<file path="src/rtl/core/mecanum_wheel_mixer_macros.svh">
// Assertion macros shared by the mecanum wheel mixer modules
`ifndef MECANUM_WHEEL_MIXER_MACROS_SVH
`define MECANUM_WHEEL_MIXER_MACROS_SVH

// same-cycle implication, disabled during reset
`define MWM_ASSERT_IMPL(lbl, clk, rst_n, ante, cons) \
    lbl: assert property (@(posedge clk) disable iff (!(rst_n)) (ante) |-> (cons)) \
        else $error("mwm assertion failed");

// next-cycle implication, disabled during reset
`define MWM_ASSERT_NEXT(lbl, clk, rst_n, ante, cons) \
    lbl: assert property (@(posedge clk) disable iff (!(rst_n)) (ante) |=> (cons)) \
        else $error("mwm assertion failed");

`endif

</file>
<file path="src/rtl/core/mwm_pkg.sv">
// Shared constants and types of the mecanum wheel mixer
package mwm_pkg;
    localparam int NUM_WHEELS = 4;
    localparam int SPEED_W    = 16;
    localparam int SUM_W      = SPEED_W + 2;
    localparam int MAG_W      = SUM_W - 1;
    localparam int LIM_W      = 15;
    localparam int PROD_W     = MAG_W + LIM_W;
    localparam int QUO_W      = LIM_W;
    localparam int NUM_CELLS  = QUO_W;

    localparam logic [LIM_W-1:0] LIMIT_RESET = {LIM_W{1'b1}};

    typedef struct packed {
        logic [NUM_WHEELS-1:0][MAG_W-1:0] rem;
        logic [NUM_WHEELS-1:0][QUO_W-1:0] num;
        logic [NUM_WHEELS-1:0][QUO_W-1:0] quo;
        logic [NUM_WHEELS-1:0][QUO_W-1:0] pass;
        logic [NUM_WHEELS-1:0]            neg;
        logic [MAG_W-1:0]                 div;
        logic                             scale;
    } t_div_beat;
endpackage

</file>
<file path="src/rtl/core/mwm_mix.sv">
// Front stages: wheel mixing, magnitude and peak search, scaling product
`include "mecanum_wheel_mixer_macros.svh"

module mwm_mix (
    input  logic                                i_clk,
    input  logic                                i_rst_n,
    input  logic                                i_valid,
    output logic                                o_ready,
    input  logic signed [mwm_pkg::SPEED_W-1:0]  i_sx,
    input  logic signed [mwm_pkg::SPEED_W-1:0]  i_fy,
    input  logic signed [mwm_pkg::SPEED_W-1:0]  i_rz,
    input  logic        [mwm_pkg::LIM_W-1:0]    i_limit,
    output logic                                o_valid,
    input  logic                                i_ready,
    output mwm_pkg::t_div_beat                  o_beat
);
    import mwm_pkg::*;

    logic                    rdy_a, rdy_b, rdy_c;

    logic                    r_va;
    logic signed [SUM_W-1:0] r_sum [NUM_WHEELS];
    logic [LIM_W-1:0]        r_lim_a;

    logic                    r_vb;
    logic [MAG_W-1:0]        r_mag [NUM_WHEELS];
    logic [NUM_WHEELS-1:0]   r_neg;
    logic [MAG_W-1:0]        r_peak;
    logic                    r_scale;
    logic [LIM_W-1:0]        r_lim_b;

    logic                    r_vc;
    t_div_beat               r_beat;

    logic signed [SUM_W-1:0] sx_e, fy_e, rz_e;
    logic signed [SUM_W-1:0] n_sum [NUM_WHEELS];
    logic [SUM_W-1:0]        abs_v [NUM_WHEELS];
    logic [MAG_W-1:0]        n_mag [NUM_WHEELS];
    logic [NUM_WHEELS-1:0]   n_neg;
    logic [MAG_W-1:0]        p01, p23, n_peak;
    logic                    n_scale;
    logic [PROD_W-1:0]       prod [NUM_WHEELS];
    t_div_beat               n_beat;

    assign rdy_c   = !r_vc || i_ready;
    assign rdy_b   = !r_vb || rdy_c;
    assign rdy_a   = !r_va || rdy_b;
    assign o_ready = rdy_a;
    assign o_valid = r_vc;
    assign o_beat  = r_beat;

    always_comb begin
        sx_e = {{(SUM_W-SPEED_W){i_sx[SPEED_W-1]}}, i_sx};
        fy_e = {{(SUM_W-SPEED_W){i_fy[SPEED_W-1]}}, i_fy};
        rz_e = {{(SUM_W-SPEED_W){i_rz[SPEED_W-1]}}, i_rz};
        n_sum[0] = rz_e + sx_e - fy_e;
        n_sum[1] = rz_e + sx_e + fy_e;
        n_sum[2] = rz_e - sx_e + fy_e;
        n_sum[3] = rz_e - sx_e - fy_e;
    end

    always_comb begin
        for (int k = 0; k < NUM_WHEELS; k++) begin
            n_neg[k] = r_sum[k][SUM_W-1];
            abs_v[k] = n_neg[k] ? SUM_W'(-r_sum[k]) : SUM_W'(r_sum[k]);
            n_mag[k] = abs_v[k][MAG_W-1:0];
        end
        p01     = (n_mag[0] > n_mag[1]) ? n_mag[0] : n_mag[1];
        p23     = (n_mag[2] > n_mag[3]) ? n_mag[2] : n_mag[3];
        n_peak  = (p01 > p23) ? p01 : p23;
        n_scale = {{(MAG_W-LIM_W){1'b0}}, r_lim_a} < n_peak;
    end

    always_comb begin
        for (int k = 0; k < NUM_WHEELS; k++) begin
            prod[k]        = PROD_W'(r_mag[k]) * PROD_W'(r_lim_b);
            n_beat.rem[k]  = prod[k][PROD_W-1:QUO_W];
            n_beat.num[k]  = prod[k][QUO_W-1:0];
            n_beat.quo[k]  = '0;
            n_beat.pass[k] = r_mag[k][QUO_W-1:0];
        end
        n_beat.neg   = r_neg;
        n_beat.div   = r_peak;
        n_beat.scale = r_scale;
    end

    always_ff @(posedge i_clk) begin
        if (!i_rst_n) begin
            r_va <= 1'b0;
            r_vb <= 1'b0;
            r_vc <= 1'b0;
        end else begin
            if (rdy_a) begin
                r_va <= i_valid;
            end
            if (rdy_b) begin
                r_vb <= r_va;
            end
            if (rdy_c) begin
                r_vc <= r_vb;
            end
        end
    end

    always_ff @(posedge i_clk) begin
        if (rdy_a && i_valid) begin
            r_sum   <= n_sum;
            r_lim_a <= i_limit;
        end
        if (rdy_b && r_va) begin
            r_mag   <= n_mag;
            r_neg   <= n_neg;
            r_peak  <= n_peak;
            r_scale <= n_scale;
            r_lim_b <= r_lim_a;
        end
        if (rdy_c && r_vb) begin
            r_beat <= n_beat;
        end
    end

    `MWM_ASSERT_IMPL(a_peak_bounds, i_clk, i_rst_n, r_vb,
        r_mag[0] <= r_peak && r_mag[1] <= r_peak && r_mag[2] <= r_peak && r_mag[3] <= r_peak)
    `MWM_ASSERT_IMPL(a_scale_nonzero, i_clk, i_rst_n, r_vb && r_scale,
        r_peak != '0 && {{(MAG_W-LIM_W){1'b0}}, r_lim_b} < r_peak)
endmodule

</file>
<file path="config.mk">
export PLATFORM = sky130hd
export DESIGN_NAME = mwm_mix
export DESIGN_NICKNAME = d
export VERILOG_FILES = /design/src/rtl/core/mwm_pkg.sv /design/src/rtl/core/mwm_mix.sv
export VERILOG_INCLUDE_DIRS = /design/src /design/src/rtl/core
export SDC_FILE = /design/constraint.sdc
export NUM_CORES = 2
export LEC_CHECK = 0
export CAP_MARGIN = 20
export CORE_ASPECT_RATIO = 1.2
export CORE_MARGIN = 4
export CORE_UTILIZATION = 60
export DETAILED_ROUTE_END_ITERATION = 10
export DONT_BUFFER_PORTS = 1
export MAX_ROUTING_LAYER = met4
export PLACE_DENSITY = 0.73
export SLEW_MARGIN = 20
export SYNTH_ARGS = -nofsm -noshare
export SYNTH_HDL_FRONTEND = slang
export SYNTH_SLANG_ARGS = --single-unit
</file>
<file path="constraint.sdc">
create_clock -name i_clk -period 17.2 [get_ports i_clk]
set_input_delay 4.3 -clock i_clk [delete_from_list [all_inputs] [get_ports i_clk]]
set_output_delay 4.3 -clock i_clk [all_outputs]
set_load 0.01 [all_outputs]
</file>
==> results by group <==
Synth
  • Synth warn: 0
  • Seq/Total Area, Yosys: 0.226
  • Number of enable flip-flop cells after synthesis: roughly 390
  • #FFs+latches synth: 397
  • Synth cell types: 83
  • Post-synth top flop: edfxtp_1
  • Ys async rst share: 0
  • Mapped Cells: roughly 5300
  • Cell area after synthesis: 52600 um^2
  • Post-synthesis area per instance: between 10 and 15 um^2

Worst setup path
  • Cell breakdown of the critical path: nor2b_1, nand3_1
  • WP data required: ~13 ns
  • Crit path max fanout: 6
  • CP Class: input pin to output port
  • Crit path max-delay family: simple AND/OR/NAND/NOR gates
  • Critical Path AT: a little over 5 ns
  • Bufs and invs on worst path: 0
  • Startpoint type of the worst setup path: input pin
  • Crit-path slowest cell: nor2b_1
  • Critical Path Sink Type: output port
  • Slowest stage delay, CP: around 0.56 ns

Clock network
  • TritonCTS Buffers: 45
  • Post-CTS Hold Buffers: 0
  • Postcts setup bufs: 0
  • TritonCTS clock tree: built
  • Post-CTS resize count: 0
  • H-tree depth: 2
  • Clock-pin slew on the worst setup and hold paths: approximately 0.060 ns
  • Clk root buf: clkbuf_16
  • # clock sinks: 397
  • Maximum buffer depth of the clock tree: 3
  • Clk Latency, worst-skew pair: 0.61 ns

Floorplan
  • Die area: 92500 um^2
  • Die Ht: 332 um
  • I/O Pins: 339
  • Area of the core: 86700 um^2
  • Row count: 118
  • Die W: 278 um
  • Initial Utilization: 0.607

STA
  • Peak Freq: 0.106 GHz
  • Min cycle time layout: 9.43 ns
  • Count of final hold-check violations: 0
  • TNS Setup: 0 ns
  • Final setup vio count: 0
  • Tightest Pin Transition: between 1 and 1.5 ns
  • Tcrit/Tclk final: 0.548
  • Final Max Tran Viols: 0
  • Slew headroom: 0.246
  • Worst Skew: 0.0340 ns
  • RSZ-0062 raised after global routing: false

GRT
  • Largest net degree at the start of global routing: 80
  • Total grt overflow: 0
  • Vias in the first global route: 39000
  • First-pass GRT wire length: 208000 um
  • Antenna violations before repair: 13
  • Global-route usage over all layers: 0.292

Place
  • DP HPWL: between 100000 and 150000 um
  • Routability Congestion: 0.954
  • IO buf count: 0

Run status
  • Outcome: complete, no violations

Detailed routing
  • DR iter-0 viols: between 2000 and 3000
  • Per-cell routed wire length: 20.7 um
  • Remaining DRCs: 0
  • Vias per inst: 5.83
  • ANT nets after route: 0
  • First drt pass iteration count: 5
  • WL final: 130000 um
  • Via count: 36700

Hold path
  • Min-Delay Path Class: register to register

Final layout
  • Layout cell share with drive strength beyond 1: 0.0291
  • Final core utilization: 0.631
  • Nets: roughly 6500
  • Filler cells: about 7000
  • Layout area overhead: 3.95%

Run
  • Max-cap violations: 0
[cell families (layout without fill, tap and decap cells)]
family,after synthesis,after routing,synth area share
AND/OR/NAND/NOR,1537,1537,0.141
adder cells (fa/ha/maj),1327,1327,0.426
buffers and inverters,1130,963,0.0854
AO/OA/AOI/OAI,595,595,0.0750
flip-flops,397,397,0.226
XOR/XNOR,236,236,0.0394
multiplexers,34,34,0.00711
other,1,74,0.0000713
[cell usage in the layout (no fill, tap or decap), types with 31 or more instances in the layout]
cell type  instances
a211oi_1          32
a21o_1            60
a21oi_1          145
and2_1           404
buf_4             32
clkbuf_16         45
conb_1            60
edfxtp_1         394
fa_1             778
ha_1             548
inv_1            851
nand2_1          714
nand3_1           51
nor2_1           147
nor3_1            67
o21a_1            44
o21ai_0          122
o21bai_1          31
xnor2_1          163
xor2_1            72
[cells in the mapped netlist, types with 30 or more instances]
cell type    n  share of area
a211oi_1    32         0.0046
a21o_1      60         0.0086
a21oi_1    145          0.014
and2_1     404          0.048
buf_4       66         0.0094
clkbuf_1   208          0.015
edfxtp_1   394           0.22
fa_1       778           0.30
ha_1       548           0.13
inv_1      851          0.061
nand2_1    714          0.051
nand2b_1    30         0.0036
nand3_1     51         0.0049
nor2_1     147          0.010
nor3_1      67         0.0064
o21a_1      44         0.0063
o21ai_0    122          0.012
o21bai_1    31         0.0044
xnor2_1    163          0.027
xor2_1      72          0.012
[layout make-up]
type / instances / area, um^2 / area share
diodes: 14 / 35.0 / 0.000640
multi-input cells: 3789 / 36500 / 0.667
clock inverters: 27 / 267 / 0.00487
repair buffers: 32 / 240 / 0.00439
clock buffers: 53 / 1160 / 0.0211
flip-flops and latches: 397 / 11900 / 0.217
inverters: 851 / 3190 / 0.0584
well taps: 1140 / 1430 / 0.0261
[final timing paths]
check / start / end / slack, ns / cells after the start
setup / recovery: i_ready / o_ready / 7.77 / 2
hold / removal: r_neg[2] / o_beat[20] / 0.42 / 0
setup reg to reg: r_sum[39] / r_scale / 8.75 / 32
hold reg to reg: r_neg[2] / o_beat[20] / 0.42 / 0
[routing by layer]
layer,track usage,wire (um),vias to the layer above
li1,-,-,16400
met1,0.351,50400,18700
met2,0.490,64300,1316
met3,0.0542,9560,318
met4,0.117,6020,0
met5,-,0,-
[metrics by stage]
step | hold slack (ns) | setup slack, ns | std cells | cell area [um^2]
floorplan | 0.400 | 2.94 | 5316 | 52800
global placement | 0.403 | 7.77 | 6209 | 53200
detailed placement | 0.407 | 7.76 | 6209 | 53200
CTS | 0.424 | 7.76 | 6289 | 54700
global route | 0.437 | 7.70 | 6300 | 54700
finish | 0.423 | 7.77 | 6303 | 54700
[flip-flops by register name, summed over array words and instances, names as in the netlist]
name / count
r_mag: 8
r_scale: 1
r_vb: 1
n_neg: 4
r_lim_a: 15
r_neg: 4
o_valid: 1
r_va: 1
n_beat: 58
o_beat: 206
r_lim_b: 15
r_peak: 17
r_sum: 66
Power is not shown: default switching activity piles up to over one toggle a cycle in this logic, so the estimate is an artifact.
