File: src/rtl/core/mecanum_wheel_mixer_macros.svh
// Assertion macros shared by the mecanum wheel mixer modules
`ifndef MECANUM_WHEEL_MIXER_MACROS_SVH
`define MECANUM_WHEEL_MIXER_MACROS_SVH

// same-cycle implication, disabled during reset
`define MWM_ASSERT_IMPL(lbl, clk, rst_n, ante, cons) \
    lbl: assert property (@(posedge clk) disable iff (!(rst_n)) (ante) |-> (cons)) \
        else $error("mwm assertion failed");

// next-cycle implication, disabled during reset
`define MWM_ASSERT_NEXT(lbl, clk, rst_n, ante, cons) \
    lbl: assert property (@(posedge clk) disable iff (!(rst_n)) (ante) |=> (cons)) \
        else $error("mwm assertion failed");

`endif

File: src/rtl/core/mwm_pkg.sv
// Shared constants and types of the mecanum wheel mixer
package mwm_pkg;
    localparam int NUM_WHEELS = 4;
    localparam int SPEED_W    = 16;
    localparam int SUM_W      = SPEED_W + 2;
    localparam int MAG_W      = SUM_W - 1;
    localparam int LIM_W      = 15;
    localparam int PROD_W     = MAG_W + LIM_W;
    localparam int QUO_W      = LIM_W;
    localparam int NUM_CELLS  = QUO_W;

    localparam logic [LIM_W-1:0] LIMIT_RESET = {LIM_W{1'b1}};

    typedef struct packed {
        logic [NUM_WHEELS-1:0][MAG_W-1:0] rem;
        logic [NUM_WHEELS-1:0][QUO_W-1:0] num;
        logic [NUM_WHEELS-1:0][QUO_W-1:0] quo;
        logic [NUM_WHEELS-1:0][QUO_W-1:0] pass;
        logic [NUM_WHEELS-1:0]            neg;
        logic [MAG_W-1:0]                 div;
        logic                             scale;
    } t_div_beat;
endpackage

File: src/rtl/core/mwm_div_cell.sv
// Divider cell: one restoring quotient bit for all four wheels per stage
`include "mecanum_wheel_mixer_macros.svh"

module mwm_div_cell (
    input  logic               i_clk,
    input  logic               i_rst_n,
    input  logic               i_valid,
    output logic               o_ready,
    input  mwm_pkg::t_div_beat i_beat,
    output logic               o_valid,
    input  logic               i_ready,
    output mwm_pkg::t_div_beat o_beat
);
    import mwm_pkg::*;

    logic             r_valid;
    t_div_beat        r_beat;
    t_div_beat        n_beat;
    logic [MAG_W:0]   trial [NUM_WHEELS];
    logic [MAG_W:0]   diff  [NUM_WHEELS];
    logic [NUM_WHEELS-1:0] ge;

    assign o_ready = !r_valid || i_ready;
    assign o_valid = r_valid;
    assign o_beat  = r_beat;

    always_comb begin
        n_beat = i_beat;
        for (int k = 0; k < NUM_WHEELS; k++) begin
            trial[k] = {i_beat.rem[k], i_beat.num[k][QUO_W-1]};
            diff[k]  = trial[k] - {1'b0, i_beat.div};
            ge[k]    = trial[k] >= {1'b0, i_beat.div};
            n_beat.rem[k] = ge[k] ? diff[k][MAG_W-1:0] : trial[k][MAG_W-1:0];
            n_beat.num[k] = {i_beat.num[k][QUO_W-2:0], 1'b0};
            n_beat.quo[k] = {i_beat.quo[k][QUO_W-2:0], ge[k]};
        end
    end

    always_ff @(posedge i_clk) begin
        if (!i_rst_n) begin
            r_valid <= 1'b0;
        end else if (o_ready) begin
            r_valid <= i_valid;
        end
    end

    always_ff @(posedge i_clk) begin
        if (o_ready && i_valid) begin
            r_beat <= n_beat;
        end
    end

    `MWM_ASSERT_IMPL(a_rem_below_div, i_clk, i_rst_n, r_valid && r_beat.scale,
        r_beat.rem[0] < r_beat.div && r_beat.rem[1] < r_beat.div &&
        r_beat.rem[2] < r_beat.div && r_beat.rem[3] < r_beat.div)
endmodule

File: config.mk
export PLATFORM = sky130hd
export DESIGN_NAME = mwm_div_cell
export DESIGN_NICKNAME = d
export VERILOG_FILES = /design/src/rtl/core/mwm_pkg.sv /design/src/rtl/core/mwm_div_cell.sv
export VERILOG_INCLUDE_DIRS = /design/src /design/src/rtl/core
export SDC_FILE = /design/constraint.sdc
export NUM_CORES = 1
export LEC_CHECK = 0
export ABC_AREA = 1
export BUFFER_PORTS_ARGS = -buffer_cell sky130_fd_sc_hd__buf_4
export CORE_AREA = 2 2 214 216
export CTS_CLUSTER_DIAMETER = 30
export DETAILED_ROUTE_END_ITERATION = 8
export DIE_AREA = 0 0 216 218
export HOLD_SLACK_MARGIN = 0.08
export SKIP_CTS_REPAIR_TIMING = 1
export SLEW_MARGIN = 0
export SYNTH_ARGS = -nofsm -noshare
export SYNTH_HDL_FRONTEND = slang
export SYNTH_SLANG_ARGS = --single-unit
File: constraint.sdc
create_clock -name i_clk -period 33.4 [get_ports i_clk]
set_clock_uncertainty 0.2 [all_clocks]
set_input_delay 3.34 -clock i_clk [delete_from_list [all_inputs] [get_ports i_clk]]
set_output_delay 3.34 -clock i_clk [all_outputs]
set_load 0.02 [all_outputs]
==> results of run 1 <==
[path summary, 6_finish.rpt]
kind	startpoint	endpoint
max	i_ready	o_ready
min	o_valid	o_valid
min reg2reg	o_valid	o_valid
max reg2reg	o_valid	o_beat[1]
[state kept, by name, indices dropped and copies added (netlist names)]
name / count
o_beat: 266
o_valid: 1
[synthesized netlist by cell type, types with 2 or more instances]
| master | number | area [um^2] |
|---|---|---|
| or2_1 | 3 | 18.8 |
| buf_4 | 13 | 97.6 |
| fa_1 | 4 | 80.1 |
| nand2_8 | 2 | 40.0 |
| and2_1 | 5 | 31.3 |
| nand4_1 | 8 | 50.1 |
| nor4_4 | 3 | 63.8 |
| xnor2_1 | 3 | 26.3 |
| nand2_2 | 33 | 206 |
| nor2_1 | 45 | 169 |
| xor2_1 | 25 | 219 |
| inv_1 | 222 | 833 |
| a21oi_1 | 37 | 185 |
| a21oi_2 | 3 | 26.3 |
| nand2_1 | 501 | 1880 |
| nor2_2 | 7 | 43.8 |
| nand3b_1 | 2 | 15.0 |
| inv_2 | 4 | 15.0 |
| buf_12 | 2 | 40.0 |
| edfxtp_1 | 266 | 7990 |
| buf_6 | 2 | 22.5 |
| and3_1 | 3 | 18.8 |
| nor3_1 | 6 | 30.0 |
| nor2_4 | 3 | 33.8 |
| nand3_1 | 119 | 596 |
| ha_1 | 68 | 851 |
| o21a_1 | 2 | 15.0 |
| nand2_4 | 5 | 56.3 |
[power breakdown]
| group | leakage (nW) | internal, mW | switching, mW |
|---|---|---|---|
| sequential | 2.59 | 0.403 | 0.00789 |
| combinational | 6.48 | 0.0845 | 0.136 |
| clock | 1.26 | 0.481 | 0.239 |
[cell type report]
class                           instances  area share, %
Clock inverter                         58           3.03
Multi-Input combinational cell        897           22.6
Sequential cell                       267           38.1
Timing Repair Buffer                  539           19.3
Clock buffer                           85           9.32
Inverter                              226           4.04
Tap cell                              600           3.58
[routing by layer]
metal | up-vias | part of all wire [%] | GRT usage [%]
li1 | 5817 | - | -
met5 | - | 0.029 | 0
met2 | 481 | 48 | 40.3
met1 | 5769 | 41 | 29.5
met4 | 4 | 3.0 | 8.61
met3 | 83 | 7.5 | 7.49
[stage by stage]
step	util, %	setup slack [ps]	cells
floorplan	-	16090	1408
global placement	41.0	26070	2529
detailed placement	41.0	26070	2529
CTS	46.8	26060	2672
global route	46.8	26000	2672
finish	46.8	26060	2672
[worst max-delay path: cells and delay by family]
kind	cells	cell delay [ps]
buffers and inverters	3	380
AND/OR/NAND/NOR	1	80
[cell families after synthesis]
logic type,Yosys count,synth area share [%]
buffers and inverters,244,7.38
other,1,0.0273
DFF,267,58.3
AOI/OAI and AO/OA,45,1.80
and+or+nand+nor,748,23.9
adders and majority gates,72,6.78
xor gates and xnor gates,28,1.79
==> results_dict.tcl, run 1 <==
set metrics [dict create \
    status "finished clean" \
    p_per_area_nw_per_um2 64.4 \
    grt_max_degree 171 \
    placed_cell_area_um2 18400 \
    ant_nets 0 \
    drv_cap 0 \
    die-area_um2 47100 \
    clkLatencyLatePin_ps 620 \
    required_ps 29860 \
    grt_pass1_vias 12148 \
    wirelength_um 58000 \
    clock.fmax_ghz 0.136 \
    fin_area_um2 21000 \
    gr-total-overflow 0 \
    min_path_type "reg2reg" \
    die_w_um 216 \
    finalNetCount 2354 \
    ios 546 \
    synth.cell_area_um2 13700 \
    start_util_pct 30.6 \
    crit_top_cell "buf_4" \
    syn-instance-count 1405 \
    num-fill-cells 4294 \
    totalPowerFinal_mw 1.35 \
    vias_per_cell 4.55 \
    htreeDepth 3 \
    drc_errors 0 \
    port-buffer-count 537 \
    cts.sinks 267 \
    cts_buffers 77 \
    ff2ff_setup_slack_ps 30030 \
    cts_root_buffer "clkbuf_16" \
    dieHeight_um 218 \
    layout_commonest_cell "buf_4" \
    yosys_warnings 0 \
    worst_setup_path_start_kind "input pin" \
    slew_violations 0 \
    multi_input_area_um2 4740 \
    layout-drive-gt1-share_pct 34.9 \
    synth-seq-cells 267 \
    critPathMaxStageDelay_ps 160 \
    worst_pin_slew_ps 1060 \
    whs_ps 383 \
    async_flop_share_pct 0 \
    critPathMaxFanout 2 \
    synth_edf_count 266 \
    hold_viol_final 0 \
    leakagePower_nw 10.3 \
    rsz0062_at_grt "false" \
    r2r_cells 3 \
    dr.first_iter.drc_count 815 \
    cts_tree "yes" \
    clk_pin_slew_ps 50 \
    ys.flop_type "edfxtp_1" \
    antenna_found_initial 2 \
    track_usage_pct 24.2 \
    synth.distinct_cells 37 \
    hold_path_depth 2 \
    crit_path_end_kind "primary output" \
    worst-setup-path-type "in2out" \
    slew_headroom_pct 29.5 \
    first_pass_iters 5 \
    tns_ps 0 \
    area.growth.synth_to_final_pct 52.9 \
    avgSynthCellArea_um2 9.78 \
    row_count 78 \
    regArea_um2 8010 \
    min_period_ps 7340 \
    ir_worst_vdd_mv 0.0505 \
    grt_first_pass_wirelength_um 81400 \
    cp_cell_sequence "buf_4 > inv_1 > nand2_1 > buf_4" \
    vias 12154 \
    wl_per_cell_um 21.7 \
    cp_slowest_cell "buf_4" \
    period_share_pct 22.0 \
    clock_path_buffers 3 \
    gp_congestion 0.916 \
    diodes 0 \
    place_hpwl_um 45300 \
    cp.arrival_ps 3800 \
    ys_seq_area_share_pct 58.3 \
    final_cell_mix "buf_4, nand2_1, edfxtp_1" \
    design.core.area_um2 44900 \
    setup_viol 0 \
]
Note: power is estimated with default switching activity, not from simulation.
==> run 2: changes to the inputs <==
- CORE_AREA: 2 2 214 216 -> 2 2 209 211
- DIE_AREA: 0 0 216 218 -> 0 0 211 213
- clock period: 33.4 -> 7.5 ns (I/O delays scaled with it)
==> run 2 against run 1 <==
Setup slack worse by 22000 ps; clock power rose to 4.6 times the previous value; critical endpoint is now o_beat[269]; sequential share of layout area up 0.050 points; hold slack worse by 250 ps; non-clock buffer count up 1; largest power group unchanged; largest cell class unchanged; sequential power rose to 4.5 times the previous value; critical path depth up 7; combinational power rose to 4.5 times the previous value; clock-buffer cell count down 6; via count up 0.67%; highest routed layer unchanged; core utilization up 2.3 points; first-iteration DRC count up 8.8%.
==> results_dict.tcl, run 2 (synthesis results as in run 1) <==
set metrics [dict create \
    worst-setup-path-type "in2reg" \
    grt_first_pass_wirelength_um 80200 \
    vias_per_cell 4.68 \
    period_share_pct 41.9 \
    die_w_um 211 \
    slew_violations 0 \
    r2r_cells 3 \
    clk_pin_slew_ps 50 \
    ff2ff_setup_slack_ps 4690 \
    leakagePower_nw 10.3 \
    required_ps 7640 \
    cpLargestDelayFamily "simple AND/OR/NAND/NOR gates" \
    antenna_found_initial 9 \
    dr.first_iter.drc_count 887 \
    crit_buf_inv 3 \
    place_hpwl_um 45300 \
    final_cell_mix "buf_4, nand2_1, edfxtp_1" \
    rsz0062_at_grt "false" \
    ant_nets 0 \
    track_usage_pct 25.1 \
    grt_pass1_vias 12025 \
    grt_max_degree 153 \
    htreeDepth 3 \
    layout_commonest_cell "buf_4" \
    finalNetCount 2351 \
    hold_viol_final 0 \
    area.growth.synth_to_final_pct 52.7 \
    layout.cells.non_filler 2612 \
    min_path_type "in2reg" \
    setup_slack_ps 4360 \
    gp_congestion 0.918 \
    cp_cell_sequence "buf_4 > inv_1 > ha_1 > inv_1 > nor2_1 > nand3_1 > nor2_1 > nor3_4 > nand2_4 > nand2_1 > nand2_1" \
    wirelength_um 57800 \
    crit_end "o_beat[269]" \
    setup_viol 0 \
    clkLatencyLatePin_ps 590 \
    gr-total-overflow 0 \
    critPathMaxStageDelay_ps 650 \
    r2r-start "o_valid" \
    critPathMaxFanout 18 \
    start_util_pct 32.2 \
    min_period_ps 3140 \
    die-area_um2 44900 \
    worst_setup_path_start_kind "input pin" \
    layout-drive-gt1-share_pct 35.1 \
    dieHeight_um 213 \
    design.core.area_um2 42700 \
    clock_path_buffers 3 \
    cts_root_buffer "clkbuf_16" \
    dp_slack_ps 3750 \
    ios 546 \
    vias 12236 \
    crit_path_end_kind "register" \
    clock.fmax_ghz 0.318 \
    drc_errors 0 \
    first_pass_iters 7 \
    tns_ps 0 \
    cp.arrival_ps 3280 \
    p_per_area_nw_per_um2 292 \
    fin_area_um2 21000 \
    r2r_end "o_beat[151]" \
    largest_reg_flops 266 \
    placed_cells 2476 \
    status "finished clean" \
    cts_tree "yes" \
    path_depth 11 \
    port-buffer-count 537 \
    ir_worst_vdd_mv 0.179 \
    row_count 76 \
    crit_start "i_beat[2]" \
    cts.sinks 267 \
    cp_slowest_cell "nor3_4" \
    slew_headroom_pct 39.4 \
    wl_per_cell_um 22.1 \
    drv_cap 0 \
    cts_buffers 73 \
    worst_pin_slew_ps 910 \
    placed_cell_area_um2 18300 \
]
## run 2: changes by cell type in the layout (fill, tap and decap cells not counted), sizes merged
cell      before  now
diode          0    3
clkbuf        85   79
bufinv         7   14
clkinv        40   26
inv          233  232
buf          539  540
clkinvlp       4    8
## run 2: cell type report
cell class	instances	area, um^2
Multi-Input combinational cell	897	4740
Clock buffer	79	1870
Antenna cell	3	7.51
Clock inverter	54	748
Inverter	226	848
Tap cell	546	683
Sequential cell	267	8010
Fill cell	3975	21700
Timing Repair Buffer	540	4070
## run 2: through the flow
step | power, mW | utilization (%) | hold WS [ps]
floorplan | 2.41 | - | 564
global placement | 2.83 | 43.0 | 420
detailed placement | 2.84 | 43.0 | 446
CTS | 6.19 | 49.1 | 97.5
global route | 6.36 | 49.1 | 102
finish | 6.13 | 49.1 | 128
## run 2: worst min path at each step
stage,startpoint,end,depth (start not counted)
floorplan,o_valid,o_valid,2
global placement,o_valid,o_valid,2
detailed placement,o_valid,o_valid,2
CTS,i_beat[166],o_beat[167],1
global route,i_beat[142],o_beat[143],1
finish,i_beat[131],o_beat[132],1
## run 2: where the power goes
group	total, mW	leakage [nW]	internal, mW	switching [mW]
sequential	1.83	2.59	1.80	0.0348
clock	3.31	1.26	2.30	1.02
combinational	0.984	6.49	0.377	0.607
total	6.13	10.3	4.47	1.66
## run 2: per-layer routing
metal  vias to the layer above  routed length, um  track usage [%]
li1                       5809                  -                -
met1                      5823              23000             30.1
met2                       488              27900             42.1
met3                       104               5040             8.88
met4                        12               1790             8.31
met5                         -                 80                0
